<file path="src/rtl/core/aup_pkg.sv">
// Shared constants and types for the pixel straightening block.
// No dependencies; imported by every module of the block.
package aup_pkg;

   localparam int PIX_W = 8;
   localparam logic [PIX_W-1:0] PIX_MAX = '1;

   // one lane per colour channel
   localparam int LANES = 3;

   // restoring division, two quotient bits per pipeline stage
   localparam int BITS_PER_STAGE = 2;
   localparam int DIV_STAGES     = PIX_W / BITS_PER_STAGE;
   localparam int PIPE_STAGES    = DIV_STAGES + 1;

   typedef struct packed {
      logic [PIX_W-1:0] alpha_in;
      logic [PIX_W-1:0] chan2_in;
      logic [PIX_W-1:0] chan1_in;
      logic [PIX_W-1:0] chan0_in;
   } aup_req_type;

   typedef struct packed {
      logic [PIX_W-1:0] alpha_out;
      logic [PIX_W-1:0] chan2_out;
      logic [PIX_W-1:0] chan1_out;
      logic [PIX_W-1:0] chan0_out;
   } aup_rsp_type;

   // per-stage load strobes from the pipeline control
   typedef struct packed {
      logic [PIPE_STAGES-1:0] load;
   } aup_pipe_ctl_type;

   // what one lane hands to the merge stage
   typedef struct packed {
      logic [PIX_W-1:0] chan;
      logic [PIX_W-1:0] alpha;
   } aup_lane_out_type;

endpackage

</file>
<file path="src/rtl/core/aup_lane.sv">
// One colour lane: channel*255/alpha by pipelined restoring division, with saturation
// and the alpha 0 / 255 pass-through. Depends on aup_pkg.
module aup_lane (
   input  logic                          clock,
   input  aup_pkg::aup_pipe_ctl_type     ctl,
   input  logic [aup_pkg::PIX_W-1:0]     chan_in,
   input  logic [aup_pkg::PIX_W-1:0]     alpha_in,
   output aup_pkg::aup_lane_out_type     lane_out
);
   import aup_pkg::*;

   localparam int PROD_W = 2 * PIX_W;
   localparam int LAST   = PIPE_STAGES - 1;

   // one division step: returns {quotient bit, new remainder}
   function automatic logic [PIX_W:0] div_step(input logic [PIX_W-1:0] rem,
                                                input logic din,
                                                input logic [PIX_W-1:0] dsr);
      logic [PIX_W:0] trial;
      logic [PIX_W:0] diff;
      trial = {rem, din};
      diff  = trial - {1'b0, dsr};
      if (trial >= {1'b0, dsr}) begin
         return {1'b1, diff[PIX_W-1:0]};
      end else begin
         return {1'b0, trial[PIX_W-1:0]};
      end
   endfunction

   logic [PIX_W-1:0] chan_ff   [PIPE_STAGES];
   logic [PIX_W-1:0] alpha_ff  [PIPE_STAGES];
   logic [PIX_W-1:0] rem_ff    [PIPE_STAGES];
   logic [PIX_W-1:0] dvd_ff    [PIPE_STAGES];
   logic [PIX_W-1:0] quo_ff    [PIPE_STAGES];
   logic             bypass_ff [PIPE_STAGES];
   logic             sat_ff    [PIPE_STAGES];

   logic [PIX_W-1:0] chan_in_s [PIPE_STAGES];
   logic [PIX_W-1:0] alpha_in_s[PIPE_STAGES];
   logic [PIX_W-1:0] rem_in    [PIPE_STAGES];
   logic [PIX_W-1:0] dvd_in    [PIPE_STAGES];
   logic [PIX_W-1:0] quo_in    [PIPE_STAGES];
   logic             bypass_in [PIPE_STAGES];
   logic             sat_in    [PIPE_STAGES];

   logic [PROD_W-1:0] prod;

   // channel*255 as a shift and subtract
   assign prod = {chan_in, PIX_W'(0)} - {PIX_W'(0), chan_in};

   // next values for every stage
   always_comb begin
      logic [PIX_W-1:0] rem_w;
      logic [PIX_W-1:0] dvd_w;
      logic [PIX_W-1:0] quo_w;
      logic [PIX_W:0]   step;

      // entry stage: split the product, flag saturation and pass-through
      chan_in_s[0]  = chan_in;
      alpha_in_s[0] = alpha_in;
      bypass_in[0]  = (alpha_in == '0) || (alpha_in == PIX_MAX);
      sat_in[0]     = prod >= {alpha_in, PIX_W'(0)};
      rem_in[0]     = prod[PROD_W-1:PIX_W];
      dvd_in[0]     = prod[PIX_W-1:0];
      quo_in[0]     = '0;

      // division stages
      for (int s = 1; s < PIPE_STAGES; s++) begin
         rem_w = rem_ff[s-1];
         dvd_w = dvd_ff[s-1];
         quo_w = quo_ff[s-1];
         for (int b = 0; b < BITS_PER_STAGE; b++) begin
            step  = div_step(rem_w, dvd_w[PIX_W-1], alpha_ff[s-1]);
            rem_w = step[PIX_W-1:0];
            quo_w = {quo_w[PIX_W-2:0], step[PIX_W]};
            dvd_w = {dvd_w[PIX_W-2:0], 1'b0};
         end
         chan_in_s[s]  = chan_ff[s-1];
         alpha_in_s[s] = alpha_ff[s-1];
         bypass_in[s]  = bypass_ff[s-1];
         sat_in[s]     = sat_ff[s-1];
         rem_in[s]     = rem_w;
         dvd_in[s]     = dvd_w;
         quo_in[s]     = quo_w;
      end
   end

   // stage registers, payload only
   always_ff @(posedge clock) begin
      for (int s = 0; s < PIPE_STAGES; s++) begin
         if (ctl.load[s]) begin
            chan_ff[s]   <= chan_in_s[s];
            alpha_ff[s]  <= alpha_in_s[s];
            bypass_ff[s] <= bypass_in[s];
            sat_ff[s]    <= sat_in[s];
            rem_ff[s]    <= rem_in[s];
            dvd_ff[s]    <= dvd_in[s];
            quo_ff[s]    <= quo_in[s];
         end
      end
   end

   // final pick: pass-through, saturate, or quotient
   always_comb begin
      if (bypass_ff[LAST]) begin
         lane_out.chan = chan_ff[LAST];
      end else if (sat_ff[LAST]) begin
         lane_out.chan = PIX_MAX;
      end else begin
         lane_out.chan = quo_ff[LAST];
      end
      lane_out.alpha = alpha_ff[LAST];
   end

endmodule

</file>
<file path="src/rtl/core/aup_merge.sv">
// Merge stage: gathers the lane results into one pixel and holds it in the output register.
// Depends on aup_pkg.
module aup_merge (
   input  logic                       clock,
   input  logic                       reset,
   input  aup_pkg::aup_lane_out_type  lane_res [aup_pkg::LANES],
   input  logic                       in_valid,
   output logic                       in_ready,
   output logic                       rsp_valid,
   input  logic                       rsp_ready,
   output aup_pkg::aup_rsp_type       rsp_data
);
   import aup_pkg::*;

   logic        rsp_valid_ff;
   aup_rsp_type rsp_data_ff;
   aup_rsp_type rsp_data_in;

   // output register is free when empty or being drained this cycle
   assign in_ready = !rsp_valid_ff || rsp_ready;

   always_comb begin
      rsp_data_in.chan0_out = lane_res[0].chan;
      rsp_data_in.chan1_out = lane_res[1].chan;
      rsp_data_in.chan2_out = lane_res[2].chan;
      rsp_data_in.alpha_out = lane_res[0].alpha;
   end

   always_ff @(posedge clock) begin
      if (reset) begin
         rsp_valid_ff <= 1'b0;
      end else if (in_ready) begin
         rsp_valid_ff <= in_valid;
      end
   end

   always_ff @(posedge clock) begin
      if (in_ready && in_valid) begin
         rsp_data_ff <= rsp_data_in;
      end
   end

   assign rsp_valid = rsp_valid_ff;
   assign rsp_data  = rsp_data_ff;

endmodule

</file>
<file path="src/rtl/core/alpha_unpremultiply_pixel.sv">
// Pixel straightening: premultiplied RGBA8888 in, straight alpha out.
// Uses aup_pkg, aup_lane (three colour lanes) and aup_merge (output register).
//
// Input: req_valid / req_ready / req_data, one pixel per transfer.
// Output: rsp_valid / rsp_ready / rsp_data, exactly one pixel per input, in order.
// Each colour channel becomes floor(chan*255/alpha), saturated at 255; alpha 0
// and 255 leave the channels as they are; alpha passes straight through.
// Path from input to result: entry stage, four division stages of two quotient bits
// each, then the output register.
// Throughput: one pixel per cycle while rsp_ready stays high; the three lanes work in
// parallel and each division stage takes a fresh pixel every cycle unless stalled.
// When rsp_ready is low, stages fill up one by one behind the held result;
// req_ready drops only once every stage holds a pixel.
// Reset clears all stage valid flags and the output valid; nothing else is kept.
module alpha_unpremultiply_pixel (
   input  logic                  clock,
   input  logic                  reset,
   input  logic                  req_valid,
   output logic                  req_ready,
   input  aup_pkg::aup_req_type  req_data,
   output logic                  rsp_valid,
   input  logic                  rsp_ready,
   output aup_pkg::aup_rsp_type  rsp_data
);
   import aup_pkg::*;

   logic [PIPE_STAGES-1:0] pipe_valid_ff;
   logic [PIPE_STAGES-1:0] pipe_valid_in;
   logic [PIPE_STAGES:0]   take;
   logic                   merge_ready;
   aup_pipe_ctl_type       ctl;
   logic [PIX_W-1:0]       lane_chan [LANES];
   aup_lane_out_type       lane_res  [LANES];

   // a stage can load when empty or when the stage after it can load
   always_comb begin
      take[PIPE_STAGES] = merge_ready;
      for (int i = PIPE_STAGES - 1; i >= 0; i--) begin
         take[i] = !pipe_valid_ff[i] || take[i+1];
      end
      ctl.load = take[PIPE_STAGES-1:0];
   end

   assign req_ready     = take[0];
   assign pipe_valid_in = {pipe_valid_ff[PIPE_STAGES-2:0], req_valid};

   always_ff @(posedge clock) begin
      if (reset) begin
         pipe_valid_ff <= '0;
      end else begin
         for (int i = 0; i < PIPE_STAGES; i++) begin
            if (ctl.load[i]) begin
               pipe_valid_ff[i] <= pipe_valid_in[i];
            end
         end
      end
   end

   // colour lanes
   assign lane_chan[0] = req_data.chan0_in;
   assign lane_chan[1] = req_data.chan1_in;
   assign lane_chan[2] = req_data.chan2_in;

   for (genvar g = 0; g < LANES; g++) begin : g_lane
      aup_lane u_lane (
         .clock    (clock),
         .ctl      (ctl),
         .chan_in  (lane_chan[g]),
         .alpha_in (req_data.alpha_in),
         .lane_out (lane_res[g])
      );
   end

   aup_merge u_merge (
      .clock     (clock),
      .reset     (reset),
      .lane_res  (lane_res),
      .in_valid  (pipe_valid_ff[PIPE_STAGES-1]),
      .in_ready  (merge_ready),
      .rsp_valid (rsp_valid),
      .rsp_ready (rsp_ready),
      .rsp_data  (rsp_data)
   );

endmodule

</file>
<file path="config.mk">
export PLATFORM = sky130hd
export DESIGN_NAME = alpha_unpremultiply_pixel
export DESIGN_NICKNAME = d
export VERILOG_FILES = /design/src/rtl/core/aup_pkg.sv /design/src/rtl/core/aup_lane.sv /design/src/rtl/core/aup_merge.sv /design/src/rtl/core/alpha_unpremultiply_pixel.sv
export SDC_FILE = /design/constraint.sdc
export NUM_CORES = 1
export LEC_CHECK = 0
export BUFFER_PORTS_ARGS = -buffer_cell sky130_fd_sc_hd__buf_4
export CAP_MARGIN = 0
export CORE_UTILIZATION = 64
export DETAILED_ROUTE_END_ITERATION = 8
export GPL_TIMING_DRIVEN = 1
export PLACE_DENSITY_LB_ADDON = 0.25
export SLEW_MARGIN = 20
export SYNTH_ARGS = -nofsm -noshare
export SYNTH_HDL_FRONTEND = slang
export SYNTH_HIERARCHICAL = 1
export SYNTH_SLANG_ARGS = --single-unit
export TNS_END_PERCENT = 20
</file>
<file path="constraint.sdc">
create_clock -name clock -period 5.3 [get_ports clock]
set_input_delay 0.265 -clock clock [delete_from_list [all_inputs] [get_ports clock]]
set_output_delay 0.265 -clock clock [all_outputs]
set_load 0.01 [all_outputs]
</file>
* Yosys cells after proc, flatten, opt, wreduce, memory -nomap -nowiden
Memories as Yosys holds them, arrays and structs flattened. A register that Yosys moved wholly into a read port is not among the register bits.
Index checks and enable logic that the tools add are counted.
** Word-level totals
- Flip-flop bits (word level) :: 30
- RAM bits :: 630
- Word-level logic and storage cells :: 140
- Memories kept :: 21
** Memory list
- g_lane[0].u_lane.alpha_ff :: depth 5, bits a word 8, rd ports 5, clocked after Yosys merged registers in 1, wr ports 5, RTL line aup_lane.sv:31 : logic [PIX_W-1:0] alpha_ff [PIPE_STAGES];
- g_lane[0].u_lane.chan_ff :: depth 5, bits a word 8, rd ports 5, clocked after Yosys merged registers in 0, wr ports 5, RTL line aup_lane.sv:30 : logic [PIX_W-1:0] chan_ff [PIPE_STAGES];
- g_lane[0].u_lane.dvd_ff :: depth 5, bits a word 8, rd ports 4, clocked after Yosys merged registers in 0, wr ports 5, RTL line aup_lane.sv:33 : logic [PIX_W-1:0] dvd_ff [PIPE_STAGES];
- g_lane[0].u_lane.quo_ff :: depth 5, bits a word 8, rd ports 5, clocked after Yosys merged registers in 0, wr ports 5, RTL line aup_lane.sv:34 : logic [PIX_W-1:0] quo_ff [PIPE_STAGES];
- g_lane[0].u_lane.rem_ff :: depth 5, bits a word 8, rd ports 4, clocked after Yosys merged registers in 0, wr ports 5, RTL line aup_lane.sv:32 : logic [PIX_W-1:0] rem_ff [PIPE_STAGES];
- g_lane[1].u_lane.alpha_ff :: depth 5, bits a word 8, rd ports 4, clocked after Yosys merged registers in 0, wr ports 5, RTL line aup_lane.sv:31
- +15 memories
** Cells by class
- $add $sub $neg :: 27
- Order comparisons :: 27
- Equality and inequality tests :: 1
- Multiplexer cells :: 40
- Reductions and logical operators :: 15
** Operators with widths (count)
- 9-bit by 8-bit greater-or-equal comparator with 1-bit output :: 24
- 9-bit 2-to-1 mux :: 24
- 8-bit subtractor :: 24
- 16-bit greater-or-equal comparator :: 3
- 8-bit 2-to-1 mux :: 6
- 16-bit by 8-bit subtractor with 16-bit output :: 3
- 1-bit 2-to-1 mux :: 10
- 8-bit == test (second input constant) :: 1
- 8-bit logical NOT :: 1
- 1-bit logical OR :: 7
- 1-bit logical NOT :: 6
- 1-bit logical AND :: 1

* Depth between registers and ports, before layout
Gate-level depths: netlist of run 1.
- Depth in word-level cells :: 9
- Mapped depth :: 18
- Gate-level depth less buffers :: 17

* Modules after synthesis
The synthesis of run 1 kept the hierarchy.
** By module, submodules not included
- aup_lane at g_lane[1].u_lane :: instances 1, cells each 714, area an instance 8876.0 µm², sequential area each 4744.6 µm²
- aup_lane at g_lane[0].u_lane :: instances 1, cells each 720, area an instance 8827.2 µm², sequential area each 4744.6 µm²
- aup_lane at g_lane[2].u_lane :: instances 1, cells each 689, area an instance 8589.5 µm², sequential area each 4744.6 µm²
- aup_merge :: instances 1, cells each 37, area an instance 1016.0 µm², sequential area each 980.9 µm²
- alpha_unpremultiply_pixel :: instances 1, cells each 22, area an instance 211.5 µm², sequential area each 100.1 µm²

* Least setup slack after synthesis of run 1
Ideal clock, no wire load.
- Kind :: register -> register
- From :: reg u_merge.rsp_valid_ff (netlist: u_merge/rsp_valid)
- To :: mem g_lane[0].u_lane.alpha_ff[0][0] (enable)
- Arrival time :: 3.069 ns
- Path slack :: 1.032 ns
- Cell stages (with the launch flop) :: 4
- Path buffers :: 0
- Cell sequence :: dfxtp_1 nand2b_4 and4b_2 nand3_1
** RTL lines
- from (decl) :: RTL line aup_merge.sv:15 : logic rsp_valid_ff;
- from (signal assigned) :: RTL line aup_merge.sv:33 : rsp_valid_ff <= in_valid;
- to (decl) :: RTL line aup_lane.sv:31

==> flow_summary_export.csv, run 1 <==
group,metric,value,unit
cells_and_area,seq_area,14800,um2
setup_path,cp-end-kind,"flip-flop",
clocking,cts_tree,"built",
yosys,netlist_area,26900,um2
floorplanning,die_h,207,um
setup_path,reg2reg_from,"g_lane[2].u_lane/alpha_ff[0][9]",
timing,hold_slack,0.0305,ns
setup_path,cp.arrival,5.01,ns
routing,m1WireLength,23600,um
timing,hold_viol_final,0,
routing,dr.pass1.iters,9,
setup_path,crit_type,"flip-flop to flip-flop",
routing,drt_iter0_drc,1299,
routing,wl_met3,2840,um
cells_and_area,final_common_cell,"edfxtp_1",
setup_path,r2r_slack,0.63,ns
setup_path,critPathLaunch,"g_lane[2].u_lane/alpha_ff[0][9]",
timing,fin_skew,0.0101,ns
routing,vias_per_cell,5.93,
clocking,cts_root_buf,"clkbuf_16",
clocking,post_cts_buffers,0,
yosys,syn_nets,2426,
routing,vias,16839,
cells_and_area,fillCellCount,2808,
outcome,failed_checks,"design-rule violations",
floorplanning,fp.coreArea,41200,um2
routing,drtAntennaViolNets,0,
cells_and_area,antenna_cells,0,
timing,final_max_slew_viol_count,0,
setup_path,critPathMaxFanout,8,
floorplanning,die_w,207,um
timing,setup_viol,0,
routing,wl_met2,26000,um
timing,rsz0062_at_grt,"no",
floorplanning,initial_core_util,0.653,
cells_and_area,drive_gt1_frac,0.134,
job,max_cap_viol_count,0,
pwr,leakagePower,12.1,nW
routing,wl_per_cell,19.1,um
floorplanning,rows,74,
setup_path,cp-start-kind,"flip-flop",
floorplanning,io_pins,70,
timing,worstMarginPinSlew,0.979,ns
pwr,peakVddDrop,318,uV
hold_path,hp-start,"req_data[24]",
place,pre_cts_slack,0.646,ns
timing,fin_crit,4.67,ns
clocking,cts_buffers,49,
yosys,synth_cells,2150,
global_route,gr-total-overflow,0,
global_route,grt_usage,0.256,
global_route,grt_max_degree,101,
floorplanning,die_area,42900,um2
routing,dr.max_layer_used,"met5",
place,gp_congestion,0.890,
hold_path,hp-class,"input port to flip-flop",
global_route,grt_pass1_wl,87000,um
cells_and_area,finalNetCount,2547,
cells_and_area,fin_util,0.725,
cells_and_area,multi_input_area,11100,um2
timing,setup_slack,0.631,ns
place,dp_hpwl,38900,um
clocking,clk_pin_slew,0.06,ns
cells_and_area,area_growth,11.0,%
routing,drc,2,
global_route,antenna_found_initial,1,
timing,setup_tns,0,ns
timing,max_freq,214,MHz
clocking,h-tree-depth,2,
cells_and_area,final_cell_mix,"edfxtp_1 (490), ha_1 (219), inv_1 (213), nor2_1 (127)",
outcome,run_status,"complete, but fails checks",
pwr,powerDensity,569,nW/um2
setup_path,crit_required,5.64,ns
yosys,synth.avg_cell_area,12.5,um2
clocking,clock_latency,0.59,ns
global_route,grt_pass1_vias,17116,
pwr,power.total,17.0,mW
clocking,clock_path_buffers,3,
routing,wl,54200,um
timing,fin_crit_sh,0.881,
clocking,cts.sinks,496,
timing,slew_headroom,0.347,
place,port_buffers,69,
yosys,ys_warn_count,6,
## metal layers
layer	GRT usage	vias up
met2	0.435	453
met1	0.334	8060
met4	0.0993	2
met3	0.0370	107
met5	0	-
li1	-	8217
## stage by stage
step | instance area, um2 | instances
2_1_floorplan | 26900 | 2150
3_3_place_gp | 28000 | 2723
3_5_place_dp | 28000 | 2723
4_1_cts | 29900 | 2839
5_1_grt | 29900 | 2839
6_report | 29900 | 2839
## worst max-delay path, cell delays in order (launching register included)
cell,delay (ns)
edfxtp_1,0.38
inv_1,0.19
ha_1,0.28
nor2b_1,0.15
o31a_1,0.27
o21a_1,0.19
nor3_1,0.22
o21ai_2,0.20
mux2i_1,0.38
ha_1,0.32
nor2b_1,0.15
o31a_1,0.24
o21ai_0,0.22
a21oi_1,0.12
and2_1,0.18
nor2b_1,0.54
mux2_2,0.41
## timing repair
| action | in CTS | in global routing |
|---|---|---|
| endpoints found under the hold margin | 35 | 0 |
| setup endpoints to repair | 0 | 0 |
| hold buffers | 29 | 0 |
| resized for setup | 0 | 0 |
## power breakdown
| part | total, mW | internal, mW | switching (mW) |
|---|---|---|---|
| combinational | 7.91 | 3.92 | 3.99 |
| clock | 3.43 | 1.97 | 1.46 |
| sequential | 5.67 | 5.31 | 0.358 |
| total | 17.0 | 11.2 | 5.81 |
## final timing paths
kind	to	cells past startpoint
setup / recovery	g_lane[2].u_lane/rem_ff[0][19]	16
hold / removal	g_lane[2].u_lane/alpha_ff[0][0]	1
setup reg to reg	g_lane[2].u_lane/rem_ff[0][19]	16
hold reg to reg	g_lane[2].u_lane/quo_ff[0][30]	0
## layout make-up
type                    count  area share
well taps                 532      0.0223
repair buffers            106      0.0295
clock inverters            34      0.0111
clock buffers              53      0.0422
flip-flops and latches    496       0.496
multi-input cells        1401       0.371
inverters                 217      0.0275
## state kept, by name, indices dropped and copies added, names as in the netlist
signal                   cells
g_lane.u_lane/alpha_ff     104
g_lane.u_lane/bypass_ff     15
g_lane.u_lane/chan_ff      120
g_lane.u_lane/dvd_ff        48
g_lane.u_lane/quo_ff        60
g_lane.u_lane/rem_ff        96
g_lane.u_lane/sat_ff        15
pipe_valid_ff                5
u_merge/rsp_data            32
u_merge/rsp_valid            1
Power figures use the tool's default switching activity.
==> run 2: changes to the inputs <==
--- a/config.mk
+++ b/config.mk
@@ -7,7 +7,8 @@
 export LEC_CHECK = 0
 export BUFFER_PORTS_ARGS = -buffer_cell sky130_fd_sc_hd__buf_4
 export CAP_MARGIN = 0
-export CORE_UTILIZATION = 64
+export CORE_UTILIZATION = 65
+export CTS_BUF_LIST = sky130_fd_sc_hd__clkbuf_8
 export DETAILED_ROUTE_END_ITERATION = 8
 export GPL_TIMING_DRIVEN = 1
 export PLACE_DENSITY_LB_ADDON = 0.25
==> run 2 against run 1 <==
The flow now finishes without violations. Setup slack got worse by 0.030 ns. Final area up 0.14%. Clock power is 4% lower. Total power is 0.38% lower. Highest routed layer is now met4.
==> flow_summary_export.csv, run 2 (synthesis results as in run 1) <==
group,metric,value,unit
pwr,powerDensity,566,nW/um2
setup_path,crit_required,5.65,ns
floorplanning,die_area,42200,um2
cells_and_area,fin_util,0.733,
setup_path,cp.arrival,5.05,ns
setup_path,crit_type,"flip-flop to flip-flop",
timing,fin_skew,0.0297,ns
clocking,post_cts_buffers,0,
clocking,cts_buffers,80,
place,post-place-cells,2724,
cells_and_area,fin_area,29900,um2
timing,max_freq,213,MHz
clocking,cts_resized,0,
routing,vias,17309,
cells_and_area,final_common_cell,"edfxtp_1",
place,dp_hpwl,39200,um
timing,final_max_slew_viol_count,0,
routing,dr.pass1.iters,6,
timing,slew_headroom,0.339,
routing,wl_met2,27200,um
clocking,clock_latency,0.63,ns
cells_and_area,antenna_cells,0,
routing,wl_per_cell,19.1,um
floorplanning,initial_core_util,0.659,
outcome,run_status,"finished clean",
global_route,grt_max_degree,68,
timing,hold_viol_final,0,
routing,dr.max_layer_used,"met4",
hold_path,hp-start,"g_lane[2].u_lane/quo_ff[0][17]",
routing,wl,55400,um
job,max_cap_viol_count,0,
clocking,clock_path_buffers,3,
setup_path,cp-end-kind,"flip-flop",
cells_and_area,final_cell_mix,"edfxtp_1 (490), inv_1 (228), ha_1 (219), nor2_1 (127)",
routing,wl_met3,2870,um
cells_and_area,finalNonFillerCells,2904,
global_route,grt_usage,0.266,
routing,drt_iter0_drc,1166,
cells_and_area,largest_reg_flops,120,
routing,m1WireLength,23600,um
cells_and_area,drive_gt1_frac,0.146,
routing,drc,0,
setup_path,critPathCapture,"g_lane[2].u_lane/rem_ff[0][20]",
timing,fin_crit_sh,0.887,
clocking,cts.sinks,496,
place,gp_congestion,0.905,
timing,rsz0062_at_grt,"no",
timing,setup_tns,0,ns
setup_path,reg2reg_depth,16,
pwr,peakVddDrop,331,uV
floorplanning,die_h,206,um
setup_path,critPathMaxFanout,8,
routing,vias_per_cell,5.96,
hold_path,hp-class,"flip-flop to flip-flop",
setup_path,cp-start-kind,"flip-flop",
setup_path,reg2reg_from,"g_lane[2].u_lane/alpha_ff[0][9]",
clocking,clk_pin_slew,0.06,ns
place,dpl_cell_area,28000,um2
global_route,antenna_found_initial,0,
cells_and_area,largest_register,"g_lane.u_lane/chan_ff",
floorplanning,fp.coreArea,40800,um2
clocking,cts_root_buf,"clkbuf_8",
cells_and_area,finalNetCount,2585,
setup_path,r2r_slack,0.60,ns
global_route,gr-total-overflow,0,
timing,setup_slack,0.601,ns
cells_and_area,area_growth,11.2,%
floorplanning,io_pins,70,
timing,setup_viol,0,
place,port_buffers,69,
global_route,grt_pass1_vias,17438,
place,pre_cts_slack,0.629,ns
timing,worstMarginPinSlew,0.992,ns
cells_and_area,reg.largest.list,"g_lane.u_lane/chan_ff (120), g_lane.u_lane/alpha_ff (104), g_lane.u_lane/rem_ff (96)",
timing,fin_crit,4.70,ns
floorplanning,die_w,206,um
setup_path,critPathLaunch,"g_lane[2].u_lane/alpha_ff[0][9]",
pwr,leakagePower,12.3,nW
setup_path,r2r-end,"g_lane[2].u_lane/rem_ff[0][20]",
clocking,cts_tree,"built",
clocking,h-tree-depth,3,
routing,drtAntennaViolNets,0,
global_route,grt_pass1_wl,87200,um
floorplanning,rows,74,
## run 2: changes by cell type in the layout (fill, tap and decap cells not counted), moves of 10 or more
| cell | change |
|---|---|
| clkbuf_8 | +81 |
| clkbuf_16 | -50 |
| inv_1 | +15 |
| clkinv_1 | +10 |
| clkinv_2 | +10 |
## run 2: how the worst min path moves through the flow
stage	slack [ns]	cells after the start	to
final	0.40	0	g_lane[2].u_lane/quo_ff[0][27]
after global routing	0.38	2	g_lane[1].u_lane/chan_ff[0][3]
after CTS	0.36	2	g_lane[1].u_lane/chan_ff[0][3]
after detailed placement	0.40	0	g_lane[0].u_lane/bypass_ff[0][4]
after global placement	0.40	0	g_lane[0].u_lane/chan_ff[0][27]
after floorplan	0.33	1	u_merge/rsp_valid
## run 2: routing by layer
layer | GRT usage | up-vias
li1 | - | 8294
met1 | 0.336 | 8330
met3 | 0.0420 | 140
met5 | 0 | -
met2 | 0.457 | 545
met4 | 0.110 | 0
## run 2: cell type report
class / count / area (um2)
Tap cell: 532 / 666
Sequential cell: 496 / 14800
Clock inverter: 64 / 474
Fill cell: 2614 / 10900
Timing Repair Buffer: 113 / 936
Inverter: 217 / 821
Clock buffer: 81 / 1110
Multi-Input combinational cell: 1401 / 11100
## run 2: critical path, stage by stage (launching register included)
cell,delay [ns]
edfxtp_1,0.38
inv_1,0.18
ha_1,0.27
nor2b_1,0.14
o31a_1,0.27
o21a_1,0.21
nor3_1,0.22
o21ai_2,0.19
mux2i_1,0.36
ha_1,0.32
nor2b_1,0.14
o31a_1,0.25
o21ai_0,0.21
a21oi_1,0.12
and2_1,0.19
nor2b_1,0.54
mux2_2,0.41
## run 2: what timing repair did
item,in CTS,in global routing
hold endpoints to repair,61,0
hold buffers,35,0
endpoints found under the setup margin,0,0
## run 2: power breakdown
part	internal [mW]	switching [mW]
logic	3.93	4.05
clock network	1.79	1.52
registers	5.32	0.357
total	11.0	5.92
## run 2: per-stage QoR
step	hold slack (ns)	power, mW
2_1_floorplan	0.327	12.1
3_3_place_gp	0.400	13.2
3_5_place_dp	0.405	13.6
4_1_cts	0.363	17.0
5_1_grt	0.382	18.0
6_report	0.402	17.0
